--- config.mk ---
export PLATFORM = sky130hd
export DESIGN_NAME = structured_mesh_connectivity
export DESIGN_NICKNAME = d
export VERILOG_FILES = /design/src/rtl/core/smc_pkg.sv /design/src/rtl/core/smc_front.sv /design/src/rtl/core/smc_queue.sv /design/src/rtl/core/smc_back.sv /design/src/rtl/core/structured_mesh_connectivity.sv
export SDC_FILE = /design/constraint.sdc
export NUM_CORES = 2
export LEC_CHECK = 0
export BUFFER_PORTS_ARGS = -buffer_cell sky130_fd_sc_hd__buf_2
export CELL_PAD_IN_SITES_DETAIL_PLACEMENT = 1
export CELL_PAD_IN_SITES_GLOBAL_PLACEMENT = 1
export CORE_MARGIN = 2
export CORE_UTILIZATION = 51
export CTS_CLUSTER_DIAMETER = 200
export DETAILED_ROUTE_END_ITERATION = 16
export PLACE_DENSITY = 0.89
export RECOVER_POWER = 25
export SYNTH_ARGS = -nofsm -noshare
export SYNTH_HDL_FRONTEND = slang
export SYNTH_SLANG_ARGS = --single-unit
--- constraint.sdc ---
create_clock -name clk -period 9.3 [get_ports clk]
set_clock_uncertainty 0.05 [all_clocks]
set_input_delay 2.79 -clock clk [delete_from_list [all_inputs] [get_ports clk]]
set_output_delay 2.79 -clock clk [all_outputs]
set_load 0.01 [all_outputs]
--- src/rtl/core/smc_pkg.sv ---
// Shared types, constants and element tables of the structured mesh connectivity block.
// Used by every module in rtl/core; depends on nothing else.
`default_nettype none
package smc_pkg;

	localparam int unsigned MAX_CELLS_DEF = 1024;
	localparam int unsigned QUEUE_DEPTH   = 8;
	localparam int unsigned CFG_SETTLE    = 3;

	localparam logic [1:0] CFG_KIND = 2'd0;
	localparam logic [1:0] CFG_NX   = 2'd1;
	localparam logic [1:0] CFG_NY   = 2'd2;
	localparam logic [1:0] CFG_NZ   = 2'd3;

	typedef enum logic [2:0] {
		EK_POINT   = 3'd0,
		EK_LINE    = 3'd1,
		EK_TRI     = 3'd2,
		EK_QUAD    = 3'd3,
		EK_HEX     = 3'd4,
		EK_TET     = 3'd5,
		EK_PRISM   = 3'd6,
		EK_PYRAMID = 3'd7
	} elem_kind_t;

	// Index of the added cell centre in the id set.
	localparam logic [3:0] CENTRE = 4'd8;

	typedef struct packed {
		elem_kind_t  kind;
		logic [10:0] nx;
		logic [10:0] ny;
		logic [10:0] nz;
		logic [10:0] row;
		logic [20:0] plane;
		logic [31:0] total;
	} cfg_t;

	typedef struct packed {
		logic [31:0] base;
		logic [31:0] centre;
		logic        odd;
		logic        bad;
	} qentry_t;

	typedef logic [7:0][3:0] pick_t;

	function automatic pick_t mk(input logic [3:0] a, input logic [3:0] b, input logic [3:0] c,
			input logic [3:0] d, input logic [3:0] e, input logic [3:0] f,
			input logic [3:0] g, input logic [3:0] h);
		pick_t p;
		p[0] = a; p[1] = b; p[2] = c; p[3] = d;
		p[4] = e; p[5] = f; p[6] = g; p[7] = h;
		return p;
	endfunction

	function automatic logic [2:0] elem_count(input elem_kind_t kind);
		logic [2:0] n;
		unique case (kind)
			EK_POINT:   n = 3'd1;
			EK_LINE:    n = 3'd3;
			EK_TRI:     n = 3'd2;
			EK_QUAD:    n = 3'd1;
			EK_HEX:     n = 3'd1;
			EK_TET:     n = 3'd5;
			EK_PRISM:   n = 3'd2;
			EK_PYRAMID: n = 3'd6;
		endcase
		return n;
	endfunction

	function automatic logic [3:0] vert_count(input elem_kind_t kind);
		logic [3:0] n;
		unique case (kind)
			EK_POINT:   n = 4'd1;
			EK_LINE:    n = 4'd2;
			EK_TRI:     n = 4'd3;
			EK_QUAD:    n = 4'd4;
			EK_HEX:     n = 4'd8;
			EK_TET:     n = 4'd4;
			EK_PRISM:   n = 4'd6;
			EK_PYRAMID: n = 4'd5;
		endcase
		return n;
	endfunction

	// Corner indices of element e; slots beyond the vertex count are don't-care.
	function automatic pick_t elem_pick(input elem_kind_t kind, input logic odd,
			input logic [2:0] e);
		pick_t p;
		p = mk(4'd0, 4'd1, 4'd2, 4'd3, 4'd4, 4'd5, 4'd6, 4'd7);
		unique case (kind)
			EK_LINE: begin
				priority case (e)
					3'd0:    p = mk(4'd0, 4'd1, 4'd0, 4'd0, 4'd0, 4'd0, 4'd0, 4'd0);
					3'd1:    p = mk(4'd0, 4'd2, 4'd0, 4'd0, 4'd0, 4'd0, 4'd0, 4'd0);
					default: p = mk(4'd3, 4'd0, 4'd0, 4'd0, 4'd0, 4'd0, 4'd0, 4'd0);
				endcase
			end
			EK_TRI: begin
				if (odd) begin
					p = (e == 3'd0) ? mk(4'd0, 4'd1, 4'd2, 4'd0, 4'd0, 4'd0, 4'd0, 4'd0)
					                : mk(4'd0, 4'd2, 4'd3, 4'd0, 4'd0, 4'd0, 4'd0, 4'd0);
				end else begin
					p = (e == 3'd0) ? mk(4'd0, 4'd1, 4'd3, 4'd0, 4'd0, 4'd0, 4'd0, 4'd0)
					                : mk(4'd1, 4'd2, 4'd3, 4'd0, 4'd0, 4'd0, 4'd0, 4'd0);
				end
			end
			EK_TET: begin
				priority case (e)
					3'd0:    p = mk(4'd0, 4'd1, 4'd2, 4'd5, 4'd0, 4'd0, 4'd0, 4'd0);
					3'd1:    p = mk(4'd0, 4'd2, 4'd3, 4'd7, 4'd0, 4'd0, 4'd0, 4'd0);
					3'd2:    p = mk(4'd0, 4'd5, 4'd7, 4'd4, 4'd0, 4'd0, 4'd0, 4'd0);
					3'd3:    p = mk(4'd2, 4'd7, 4'd5, 4'd6, 4'd0, 4'd0, 4'd0, 4'd0);
					default: p = mk(4'd0, 4'd5, 4'd2, 4'd7, 4'd0, 4'd0, 4'd0, 4'd0);
				endcase
			end
			EK_PRISM: begin
				p = (e == 3'd0) ? mk(4'd0, 4'd1, 4'd3, 4'd4, 4'd5, 4'd7, 4'd0, 4'd0)
				                : mk(4'd1, 4'd2, 4'd3, 4'd5, 4'd6, 4'd7, 4'd0, 4'd0);
			end
			EK_PYRAMID: begin
				priority case (e)
					3'd0:    p = mk(4'd0, 4'd1, 4'd2, 4'd3, CENTRE, 4'd0, 4'd0, 4'd0);
					3'd1:    p = mk(4'd0, 4'd4, 4'd5, 4'd1, CENTRE, 4'd0, 4'd0, 4'd0);
					3'd2:    p = mk(4'd1, 4'd5, 4'd6, 4'd2, CENTRE, 4'd0, 4'd0, 4'd0);
					3'd3:    p = mk(4'd2, 4'd6, 4'd7, 4'd3, CENTRE, 4'd0, 4'd0, 4'd0);
					3'd4:    p = mk(4'd0, 4'd3, 4'd7, 4'd4, CENTRE, 4'd0, 4'd0, 4'd0);
					default: p = mk(4'd4, 4'd7, 4'd6, 4'd5, CENTRE, 4'd0, 4'd0, 4'd0);
				endcase
			end
			EK_POINT, EK_QUAD, EK_HEX: begin
				p = mk(4'd0, 4'd1, 4'd2, 4'd3, 4'd4, 4'd5, 4'd6, 4'd7);
			end
		endcase
		return p;
	endfunction

endpackage
`default_nettype wire

--- src/rtl/core/smc_front.sv ---
// Front pipeline: range check and base / centre vertex id arithmetic for one cell.
// Depends on smc_pkg.
`default_nettype none
module smc_front
	import smc_pkg::*;
(
	input  wire logic        clk,
	input  wire logic        arst_n,
	input  wire cfg_t        cfg,
	input  wire logic        in_valid,
	input  wire logic [10:0] cell_x,
	input  wire logic [10:0] cell_y,
	input  wire logic [10:0] cell_z,
	output logic             out_valid,
	output qentry_t          out_entry
);

	logic        volume;
	logic [10:0] z_eff;
	logic        bad;

	logic        v_s1, v_s2, v_s3, v_s4;
	logic [10:0] x_s1, x_s2, x_s3;
	logic [10:0] y_s1;
	logic [21:0] yrow_s1;
	logic [31:0] zpl_s1;
	logic [21:0] zny_s1;
	logic        bad_s1, bad_s2, bad_s3, bad_s4;
	logic        odd_s1, odd_s2, odd_s3, odd_s4;
	logic [31:0] base_s2, base_s3, base_s4;
	logic [22:0] t_s2;
	logic [31:0] cm_s3;
	logic [31:0] centre_s4;

	assign volume = cfg.kind[2];
	assign z_eff  = volume ? cell_z : 11'd0;

	always_comb begin
		if (cfg.kind == EK_POINT) begin
			bad = (cell_x > cfg.nx) || (cell_y > cfg.ny);
		end else begin
			bad = (cell_x >= cfg.nx) || (cell_y >= cfg.ny) || (volume && (cell_z >= cfg.nz));
		end
	end

	always_ff @(posedge clk or negedge arst_n) begin
		if (!arst_n) begin
			v_s1 <= 1'b0;
			v_s2 <= 1'b0;
			v_s3 <= 1'b0;
			v_s4 <= 1'b0;
		end else begin
			v_s1 <= in_valid;
			v_s2 <= v_s1;
			v_s3 <= v_s2;
			v_s4 <= v_s3;
		end
	end

	// Stage 1: the three products of the id formulae.
	always_ff @(posedge clk) begin
		x_s1    <= cell_x;
		y_s1    <= cell_y;
		yrow_s1 <= 22'(cell_y) * 22'(cfg.row);
		zpl_s1  <= 32'(z_eff) * 32'(cfg.plane);
		zny_s1  <= 22'(z_eff) * 22'(cfg.ny);
		bad_s1  <= bad;
		// Parity of y*NX + x needs only the low bits.
		odd_s1  <= (cell_y[0] & cfg.nx[0]) ^ cell_x[0];
	end

	// Stage 2: corner-0 id and the start of the centre index.
	always_ff @(posedge clk) begin
		base_s2 <= zpl_s1 + 32'(yrow_s1) + 32'(x_s1);
		t_s2    <= 23'(zny_s1) + 23'(y_s1);
		x_s2    <= x_s1;
		bad_s2  <= bad_s1;
		odd_s2  <= odd_s1;
	end

	always_ff @(posedge clk) begin
		cm_s3   <= 32'(t_s2) * 32'(cfg.nx);
		base_s3 <= base_s2;
		x_s3    <= x_s2;
		bad_s3  <= bad_s2;
		odd_s3  <= odd_s2;
	end

	always_ff @(posedge clk) begin
		centre_s4 <= cfg.total + cm_s3 + 32'(x_s3);
		base_s4   <= base_s3;
		bad_s4    <= bad_s3;
		odd_s4    <= odd_s3;
	end

	assign out_valid        = v_s4;
	assign out_entry.base   = base_s4;
	assign out_entry.centre = centre_s4;
	assign out_entry.odd    = odd_s4;
	assign out_entry.bad    = bad_s4;

endmodule
`default_nettype wire

--- src/rtl/core/smc_queue.sv ---
// Short register FIFO that decouples the front pipeline from the element emitter.
// Depends on smc_pkg.
`default_nettype none
module smc_queue
	import smc_pkg::*;
#(
	parameter int unsigned DEPTH = QUEUE_DEPTH
) (
	input  wire logic    clk,
	input  wire logic    arst_n,
	input  wire logic    push,
	input  wire qentry_t push_entry,
	input  wire logic    pop,
	output logic         head_valid,
	output qentry_t      head_entry
);

	localparam int unsigned AW = (DEPTH > 1) ? $clog2(DEPTH) : 1;
	localparam int unsigned CW = $clog2(DEPTH + 1);

	qentry_t         store [DEPTH];
	logic [AW-1:0]   wptr_q, rptr_q;
	logic [CW-1:0]   count_q;

	always_ff @(posedge clk) begin
		if (push) begin
			store[wptr_q] <= push_entry;
		end
	end

	always_ff @(posedge clk or negedge arst_n) begin
		if (!arst_n) begin
			wptr_q  <= '0;
			rptr_q  <= '0;
			count_q <= '0;
		end else begin
			if (push) begin
				wptr_q <= (wptr_q == AW'(DEPTH - 1)) ? '0 : wptr_q + 1'b1;
			end
			if (pop) begin
				rptr_q <= (rptr_q == AW'(DEPTH - 1)) ? '0 : rptr_q + 1'b1;
			end
			count_q <= count_q + CW'(push) - CW'(pop);
		end
	end

	assign head_valid = (count_q != '0);
	assign head_entry = store[rptr_q];

endmodule
`default_nettype wire

--- src/rtl/core/smc_back.sv ---
// Element emitter: queued cells to elements, one result per cycle unless stalled.
// Depends on smc_pkg.
`default_nettype none
module smc_back
	import smc_pkg::*;
(
	input  wire logic    clk,
	input  wire logic    arst_n,
	input  wire cfg_t    cfg,
	input  wire logic    head_valid,
	input  wire qentry_t head_entry,
	output logic         pop,
	output logic         m_tvalid,
	input  wire logic    m_tready,
	output logic [263:0] m_tdata,
	output logic         m_tuser,
	output logic         m_tlast
);

	logic [2:0]       elem_q;
	logic             out_valid_q;
	logic [7:0][31:0] verts_q;
	logic [3:0]       used_q;
	logic             bad_q, last_q;

	logic [31:0]      ids [9];
	logic [31:0]      bp;
	pick_t            pick;
	logic [3:0]       nv;
	logic             advance, fire, last;
	logic [7:0][31:0] verts_d;

	assign bp = head_entry.base + 32'(cfg.plane);

	always_comb begin
		ids[0] = head_entry.base;
		ids[1] = head_entry.base + 32'd1;
		ids[2] = head_entry.base + 32'(cfg.row) + 32'd1;
		ids[3] = head_entry.base + 32'(cfg.row);
		ids[4] = bp;
		ids[5] = bp + 32'd1;
		ids[6] = bp + 32'(cfg.row) + 32'd1;
		ids[7] = bp + 32'(cfg.row);
		ids[8] = head_entry.centre;
	end

	assign pick    = elem_pick(cfg.kind, head_entry.odd, elem_q);
	assign nv      = vert_count(cfg.kind);
	assign advance = !out_valid_q || m_tready;
	assign fire    = head_valid && advance;
	assign last    = head_entry.bad || (elem_q == elem_count(cfg.kind) - 3'd1);
	assign pop     = fire && last;

	always_comb begin
		for (int i = 0; i < 8; i++) begin
			verts_d[i] = (!head_entry.bad && (4'(i) < nv)) ? ids[pick[i]] : 32'd0;
		end
	end

	always_ff @(posedge clk or negedge arst_n) begin
		if (!arst_n) begin
			elem_q      <= '0;
			out_valid_q <= 1'b0;
		end else begin
			if (fire) begin
				elem_q <= last ? 3'd0 : elem_q + 3'd1;
			end
			if (fire) begin
				out_valid_q <= 1'b1;
			end else if (m_tready) begin
				out_valid_q <= 1'b0;
			end
		end
	end

	always_ff @(posedge clk) begin
		if (fire) begin
			verts_q <= verts_d;
			used_q  <= head_entry.bad ? 4'd0 : nv;
			bad_q   <= head_entry.bad;
			last_q  <= last;
		end
	end

	assign m_tvalid = out_valid_q;
	assign m_tdata  = {4'd0, used_q, verts_q};
	assign m_tuser  = bad_q;
	assign m_tlast  = last_q;

endmodule
`default_nettype wire

--- src/rtl/core/structured_mesh_connectivity.sv ---
// Top level of the structured mesh connectivity block: configuration registers and glue.
// Depends on smc_pkg, smc_front, smc_queue and smc_back.
//
// Takes one cell coordinate per request and returns one result per element of that cell
// (one flagged result for a bad cell), at one result per cycle from the emitter while
// m_tready is high. A request in point, quad or hex mode yields one result, line three,
// tri and prism two, tet five and pyramid six, so the emitter, which gives one result at
// a time, limits the sustained input rate. The first result of a request passes through
// a four-stage id pipeline and an eight-entry queue, and requests are taken while results
// still wait. After any configuration write the input is held off by the settle counter
// while the derived plane and total sizes are recomputed. Cell counts above MAX_CELLS are
// saturated on write.
`default_nettype none
module structured_mesh_connectivity
	import smc_pkg::*;
#(
	parameter int unsigned MAX_CELLS = MAX_CELLS_DEF
) (
	input  wire logic         clk,
	input  wire logic         arst_n,
	input  wire logic         cfg_we,
	input  wire logic [1:0]   cfg_addr,
	input  wire logic [10:0]  cfg_wdata,
	input  wire logic         s_tvalid,
	output logic              s_tready,
	input  wire logic [39:0]  s_tdata,  // cell_x, cell_y, cell_z, zero pad
	output logic              m_tvalid,
	input  wire logic         m_tready,
	output logic [263:0]      m_tdata,  // vert_a .. vert_h, verts_used, zero pad
	output logic              m_tuser,  // bad_cell
	output logic              m_tlast
);

	localparam int unsigned OCC_W = $clog2(QUEUE_DEPTH + 1);

	elem_kind_t  kind_q;
	logic [10:0] nx_q, ny_q, nz_q;
	logic [20:0] plane_q;
	logic [31:0] total_q;
	logic [1:0]  settle_q;
	logic [OCC_W-1:0] occ_q;
	logic [10:0] wclamp;

	cfg_t    cfg;
	logic    accept;
	logic    f_valid;
	qentry_t f_entry;
	logic    head_valid;
	qentry_t head_entry;
	logic    pop;

	assign wclamp = (32'(cfg_wdata) > MAX_CELLS) ? 11'(MAX_CELLS) : cfg_wdata;

	always_ff @(posedge clk or negedge arst_n) begin
		if (!arst_n) begin
			kind_q   <= EK_HEX;
			nx_q     <= 11'd11;
			ny_q     <= 11'd12;
			nz_q     <= 11'd6;
			settle_q <= 2'(CFG_SETTLE);
		end else begin
			if (cfg_we) begin
				unique case (cfg_addr)
					CFG_KIND: kind_q <= elem_kind_t'(cfg_wdata[2:0]);
					CFG_NX:   nx_q   <= wclamp;
					CFG_NY:   ny_q   <= wclamp;
					CFG_NZ:   nz_q   <= wclamp;
				endcase
				settle_q <= 2'(CFG_SETTLE);
			end else if (settle_q != 2'd0) begin
				settle_q <= settle_q - 2'd1;
			end
		end
	end

	// Derived sizes are registered: the plane size from the cell counts, and the total from the registered plane size.
	always_ff @(posedge clk) begin
		plane_q <= (21'(nx_q) + 21'd1) * (21'(ny_q) + 21'd1);
		total_q <= 32'(plane_q) * (32'(nz_q) + 32'd1);
	end

	assign cfg.kind  = kind_q;
	assign cfg.nx    = nx_q;
	assign cfg.ny    = ny_q;
	assign cfg.nz    = nz_q;
	assign cfg.row   = nx_q + 11'd1;
	assign cfg.plane = plane_q;
	assign cfg.total = total_q;

	// Occupancy covers the pipeline and the queue, so the queue can never overflow.
	assign s_tready = (occ_q < OCC_W'(QUEUE_DEPTH)) && (settle_q == 2'd0);
	assign accept   = s_tvalid && s_tready;

	always_ff @(posedge clk or negedge arst_n) begin
		if (!arst_n) begin
			occ_q <= '0;
		end else begin
			occ_q <= occ_q + OCC_W'(accept) - OCC_W'(pop);
		end
	end

	smc_front u_front (
		.clk       (clk),
		.arst_n    (arst_n),
		.cfg       (cfg),
		.in_valid  (accept),
		.cell_x    (s_tdata[10:0]),
		.cell_y    (s_tdata[21:11]),
		.cell_z    (s_tdata[32:22]),
		.out_valid (f_valid),
		.out_entry (f_entry)
	);

	smc_queue #(
		.DEPTH (QUEUE_DEPTH)
	) u_queue (
		.clk        (clk),
		.arst_n     (arst_n),
		.push       (f_valid),
		.push_entry (f_entry),
		.pop        (pop),
		.head_valid (head_valid),
		.head_entry (head_entry)
	);

	smc_back u_back (
		.clk        (clk),
		.arst_n     (arst_n),
		.cfg        (cfg),
		.head_valid (head_valid),
		.head_entry (head_entry),
		.pop        (pop),
		.m_tvalid   (m_tvalid),
		.m_tready   (m_tready),
		.m_tdata    (m_tdata),
		.m_tuser    (m_tuser),
		.m_tlast    (m_tlast)
	);

endmodule
`default_nettype wire
[After elaboration in Yosys (flattened, before gate mapping)]
Memory sizes are Yosys's and may differ from the RTL's.
Index checks and enable logic that the tools add are counted.
Operators by class
  add/subtract/negate cells: 25
  $mul: 6
  order comparisons: 23
  equality and inequality tests: 17
  multiplexer cells: 44
  bitwise gates (word level): 10
  reductions and logical operators: 33
Operator list (count)
  binary-select mux 32 bit (select 4 bit): 8
  two-way mux 32 bit: 17
  one-hot mux 32 bit (6 select lines): 1
  adder 32 x 1 -> 32 bit, second input constant: 4
  adder 32 x 11 -> 32 bit: 4
  one-hot mux 15 bit (5 select lines): 1
  one-hot mux 14 bit (4 select lines): 1
  multiplier 11 x 11 -> 22 bit: 2
  >= comparator 5 bit, second input constant: 8
  NOT 4 -> 5 bit: 8
  adder 11 x 1 -> 12 bit, second input constant: 3
  >= comparator 11 bit: 3
  adder 32 x 21 -> 32 bit: 1
  adder 32 x 22 -> 32 bit: 1
  adder 32 bit: 1
  multiplier 11 x 21 -> 32 bit: 1
  multiplier 21 x 12 -> 32 bit: 1
  multiplier 23 x 11 -> 32 bit: 1
  adder 22 x 11 -> 23 bit: 1
  > comparator 11 bit: 2
  two-way mux 11 bit: 2
  == test 3 bit, second input constant: 7
  multiplier 12 x 12 -> 21 bit: 1
  two-way mux 18 bit: 1
  33 further kinds: 78
Word-level totals
  flip-flop bits (word level): 686
  bits in writable memories: 528
  memory bits (read-only): 56
  output and inout bits: 268
  word-level logic and storage cells: 210
  memories kept: 3
Memories
  u_queue.store: words 8, width 66, read ports 1, clocked after memory_dff 0, write ports 1, line smc_queue.sv:21  | qentry_t store [DEPTH];
  (name not given): words 8, width 4, read ports 1, clocked after memory_dff 0, write ports 0, line smc_pkg.sv:74  | unique case (kind)
  (name not given): words 8, width 3, read ports 1, clocked after memory_dff 0, write ports 0, line smc_pkg.sv:59  | unique case (kind)

[Logic depth before layout (Yosys ltp)]
  depth in word-level cells: 8
  depth in mapped cells: 33
  mapped depth without buffers: 30

[Hierarchy]
A second synthesis with hierarchy kept.
Unflattened totals
  cell total of the unflattened synthesis: 10031
  area, all modules: 98217.9 um2
By module, submodules not included
  smc_front: instances 1, cells each 3722, area an instance 34506.8 um2
  smc_back: instances 1, cells each 3632, area an instance 27953.1 um2
  smc_queue: instances 1, cells each 958, area an instance 20402.1 um2
  structured_mesh_connectivity: instances 1, cells each 1719, area an instance 15356.0 um2

[Worst setup path after synthesis]
Ideal clock, no wire load.
  path type: input to register
  from: input m_tready
  to: register occ_q[2]
  arrival time: 10253 ps
  required time: 9127 ps
  setup slack: -1126 ps
  cell stages on the path: 11
  path buffers: 0
  path through: nand2b_1 -> nand2_1 -> inv_1 -> nand2_1 -> inv_1 -> ha_1 -> inv_1 -> ha_1 -> inv_1 -> fa_1 -> xnor2_1
On the way
  cells in the longest elaborated chain, start to end: 4
Ends and longest elaborated chain
  start: declaration: line structured_mesh_connectivity.sv:28  | input wire logic m_tready,
  logical OR 1 bit: line smc_back.sv:49  | assign advance = !out_valid_q || m_tready;
  logical AND 1 bit: line smc_back.sv:50  | assign fire = head_valid && advance;
  net u_back.fire: line smc_back.sv:30  | logic advance, fire, last;
  logical AND 1 bit: line smc_back.sv:52  | assign pop = fire && last;
  net pop: line structured_mesh_connectivity.sv:50  | logic pop;
  subtractor 4 x 1 -> 4 bit: line structured_mesh_connectivity.sv:98  | occ_q <= occ_q + OCC_W'(accept) - OCC_W'(pop);
  end signal: assignment: line structured_mesh_connectivity.sv:98
  end: declaration: line structured_mesh_connectivity.sv:41  | logic [OCC_W-1:0] occ_q;
The timed path passes the listed nets, and every way through them passes these cells.
A chain may end at the register's enable or synchronous reset.

[Worst setup path after layout]
  from: register u_queue.rptr_q[0]
  to: register u_back.verts_q, in the netlist u_back.m_tdata[123] (data pin)
On the way
  cells in the longest elaborated chain, start to end: 7
  elaborated cells between the ends (all ways): 13
  those cells by class: add/sub: 7; mux: 3; reduce/logical: 2; memory: 1
Ends and longest elaborated chain
  start: declaration: line smc_queue.sv:22  | logic [AW-1:0] wptr_q, rptr_q;
  start signal: assignment: line smc_queue.sv:41  | rptr_q <= (rptr_q == AW'(DEPTH - 1)) ? '0 : rptr_q + 1'b1;
  memory (8 x 66 bit) *
  adder 32 x 21 -> 32 bit: line smc_back.sv:33  | assign bp = head_entry.base + 32'(cfg.plane);
  adder 32 x 11 -> 32 bit: line smc_back.sv:42, smc_back.sv:43
  adder 32 x 1 -> 32 bit: line smc_back.sv:42  | ids[6] = bp + 32'(cfg.row) + 32'd1;
  binary-select mux 32 bit (select 4 bit): line smc_back.sv:56  | verts_d[i] = (!head_entry.bad && (4'(i) < nv)) ? ids[pick[i]] : 32'd0;
  two-way mux 32 bit (not written as such) (2 in a row): line smc_back.sv:56
  end signal: assignment: line smc_back.sv:78  | verts_q <= verts_d;
  end: declaration: line smc_back.sv:22  | logic [7:0][31:0] verts_q;
Mark *: on every way between the ends. The rest lies on a longest branch, timed or not. The select of a mux whose other input is x is not followed.

==> impl_metrics.tcl <==
set metrics [dict create \
    hold_class "flop to flop" \
    wl_per_cell_um 35.3 \
    grt_pass1_wl_um 643000 \
    clock-sinks 1214 \
    synth.avg_cell_area_um2 9.97 \
    rrSetupSlack_ns 0.19 \
    hpwlAfterDp_um 304000 \
    drtIter0Drc 10176 \
    rows 159 \
    seq_area_frac_synth_pct 33.8 \
    cts_buffer_depth 3 \
    yosysTopAreaCellShare_pct 24.7 \
    outcome "finished with violations" \
    period_share_pct 97.9 \
    cap_violations 3 \
    ys_async_sr_fraction_pct 4.94 \
    coreArea_mm2 0.188 \
    crit-reg2reg-launch "u_queue.rptr_q[0]" \
    synth_seq_cells 1214 \
    synthDistinctLibCells 114 \
    finalSetupTns_ns 0 \
    violations "max-capacitance violations, max-slew violations" \
    track_usage_pct 46.5 \
    yosys.area.top_type "edfxtp_1" \
    ys.flop_type "edfxtp_1" \
    ys_warn_count 0 \
    drt_wl_total_um 448000 \
    grt_pass1_vias 91536 \
    rr_endpoint "u_back.m_tdata[123]" \
    synth_edf_count 790 \
    cp_common_cell "buf_4" \
    grt_start_max_net_pins 147 \
    place.port_buffers 314 \
    clkLatencyLatePin_ns 0.89 \
    tritoncts "done" \
    drc 0 \
    rsz0062_at_grt "false" \
    first_pass_iters 8 \
    vias 85890 \
    crit_path_end_kind "flop" \
    required_ns 9.92 \
    finalNetCount 11503 \
    critical_path_class "flop to flop" \
    path_max_fanout 5 \
    slowest_stage "mux2i_1" \
    setup_slack_ns 0.192 \
    ant_nets 0 \
    routabilityCongestion 1.05 \
    worstHoldPathCells 0 \
    die_width_um 438 \
    hold_end "u_front.base_s4[26]" \
    gr-total-overflow 0 \
    hold_slack_ns 0.262 \
    min_from "u_front.base_s3[26]" \
    io_pins 326 \
    synth_cells 9654 \
    numCtsBuffers 131 \
    cp.arrival_ns 9.73 \
    slew_headroom_pct -8.62 \
    fill_cells 20434 \
    fin_crit_ns 9.11 \
    h-tree-depth 4 \
    synth_area_leaders "edfxtp_1 25%, fa_1 17%, dfxtp_1 7.6%, ha_1 7.4%, xnor2_1 4.7%" \
    via_per_inst 6.77 \
    clockRootBuffer "clkbuf_16" \
    rr_worst_depth 31 \
    floorplan.initialDensity_pct 51.3 \
    antenna_found_initial 81 \
    critPathMaxStageDelay_ns 0.98 \
    finalSetupViolations 0 \
    maxSlewViolCount 11 \
    area_growth_pct 11.8 \
    tightest_slew_ns 1.63 \
    fp.dieArea_mm2 0.192 \
    pre_cts_slack_ns 0.0646 \
    clk_pin_slew_worst_paths_ns 0.07 \
    critical_path_buf_inv_count 10 \
    cp-start-kind "flop" \
    postCtsSetupBuffers 0 \
    fmax_ghz 0.110 \
    drive_gt1_share_pct 13.2 \
    dieHeight_um 438 \
    hold_viol 0 \
    path_delay_family "compound AO/OA/AOI/OAI gates" \
    syn-cell-area_mm2 0.0962 \
]
==> timing repair <==
action,CTS,global route
gates resized for setup,0,1
hold buffers,0,0
setup endpoints to repair,0,9
==> stage by stage <==
step / utilization [%] / cell area [µm²] / cells
after floorplan: - / 96300 / 9657
after global placement: 54.8 / 103000 / 12401
after detailed placement: 54.8 / 103000 / 12401
after CTS: 57.3 / 107000 / 12642
after global routing: 57.3 / 108000 / 12653
final: 57.4 / 108000 / 12692
==> sequential cells by signal (all words and copies together) (netlist names), 23 cells and up <==
name and count:
u_front.base_s4 32, u_front.zpl_s1 32, u_front.cm_s3 32, u_front.base_s3 32, u_front.centre_s4 32, u_front.t_s2 23, total_q 32, u_back.m_tdata 256
u_queue.store 528, u_front.base_s2 32
==> synth_stat cells (132+ instances only) <==
cell type / count
nand2_1: 1208
inv_1: 1037
fa_1: 834
edfxtp_1: 790
nor2_1: 626
ha_1: 571
xnor2_1: 520
clkbuf_1: 459
a21oi_1: 438
dfxtp_1: 364
o21ai_0: 312
and2_1: 278
and3_1: 196
nand3_1: 184
xor2_1: 142
nor3_1: 138
mux4_2: 132
==> metal layers <==
layer	up-vias	track usage, %	share of wire, %
met1	42804	50.1	32
met4	44	47.5	13
met3	2737	15.7	11
li1	33412	-	-
met2	6893	70.2	44
met5	-	0.447	0.064
==> logic make-up after synthesis <==
group	after synthesis	synth area share, %
mux	226	4.12
buf+inv	1604	6.39
xor+xnor	674	6.23
compound gates	1508	9.94
other cells	1	0.00390
fa+ha+maj	1405	24.8
simple gates	3022	14.7
flops	1214	33.8
==> layout by cell type, fill, tap and decap left out, types with 313 or more instances in the layout <==
master    Yosys  layout
xnor2_1     520     510
buf_4        17     486
buf_2        32     313
nand2_1    1208    1207
dfxtp_1     364     354
fa_1        834     834
nor2_1      626     613
a21oi_1     438     435
inv_1      1037    1036
edfxtp_1    790     790
ha_1        571     571
==> how the worst max path moves through the flow <==
stage | start | endpoint | slack (ns) | cells after the start
CTS | u_queue.rptr_q[0] | u_back.m_tdata[123] | 0.27 | 30
detailed placement | s_tdata[24] | u_front.zpl_s1[30] | 0.06 | 27
global placement | s_tdata[24] | u_front.zpl_s1[30] | 0.28 | 27
floorplan | s_tdata[24] | u_front.zpl_s1[30] | 0.59 | 25
finish | u_queue.rptr_q[0] | u_back.m_tdata[123] | 0.19 | 31
global route | u_queue.rptr_q[0] | u_back.m_tdata[123] | 0.04 | 30
==> area by class of cell <==
| class | count | area (µm²) | share of cell area (%) |
|---|---|---|---|
| flip-flops and latches | 1214 | 32600 | 30.2 |
| multi-input cells | 6839 | 57900 | 53.8 |
| clock buffers | 172 | 3550 | 3.30 |
| repair buffers | 805 | 5330 | 4.95 |
| diodes | 49 | 123 | 0.114 |
| inverters | 1049 | 3940 | 3.66 |
| clock inverters | 69 | 1070 | 0.993 |
| well taps | 2495 | 3120 | 2.90 |
Power is not shown: default switching activity piles up to over one toggle a cycle in this logic, so the estimate is an artifact.
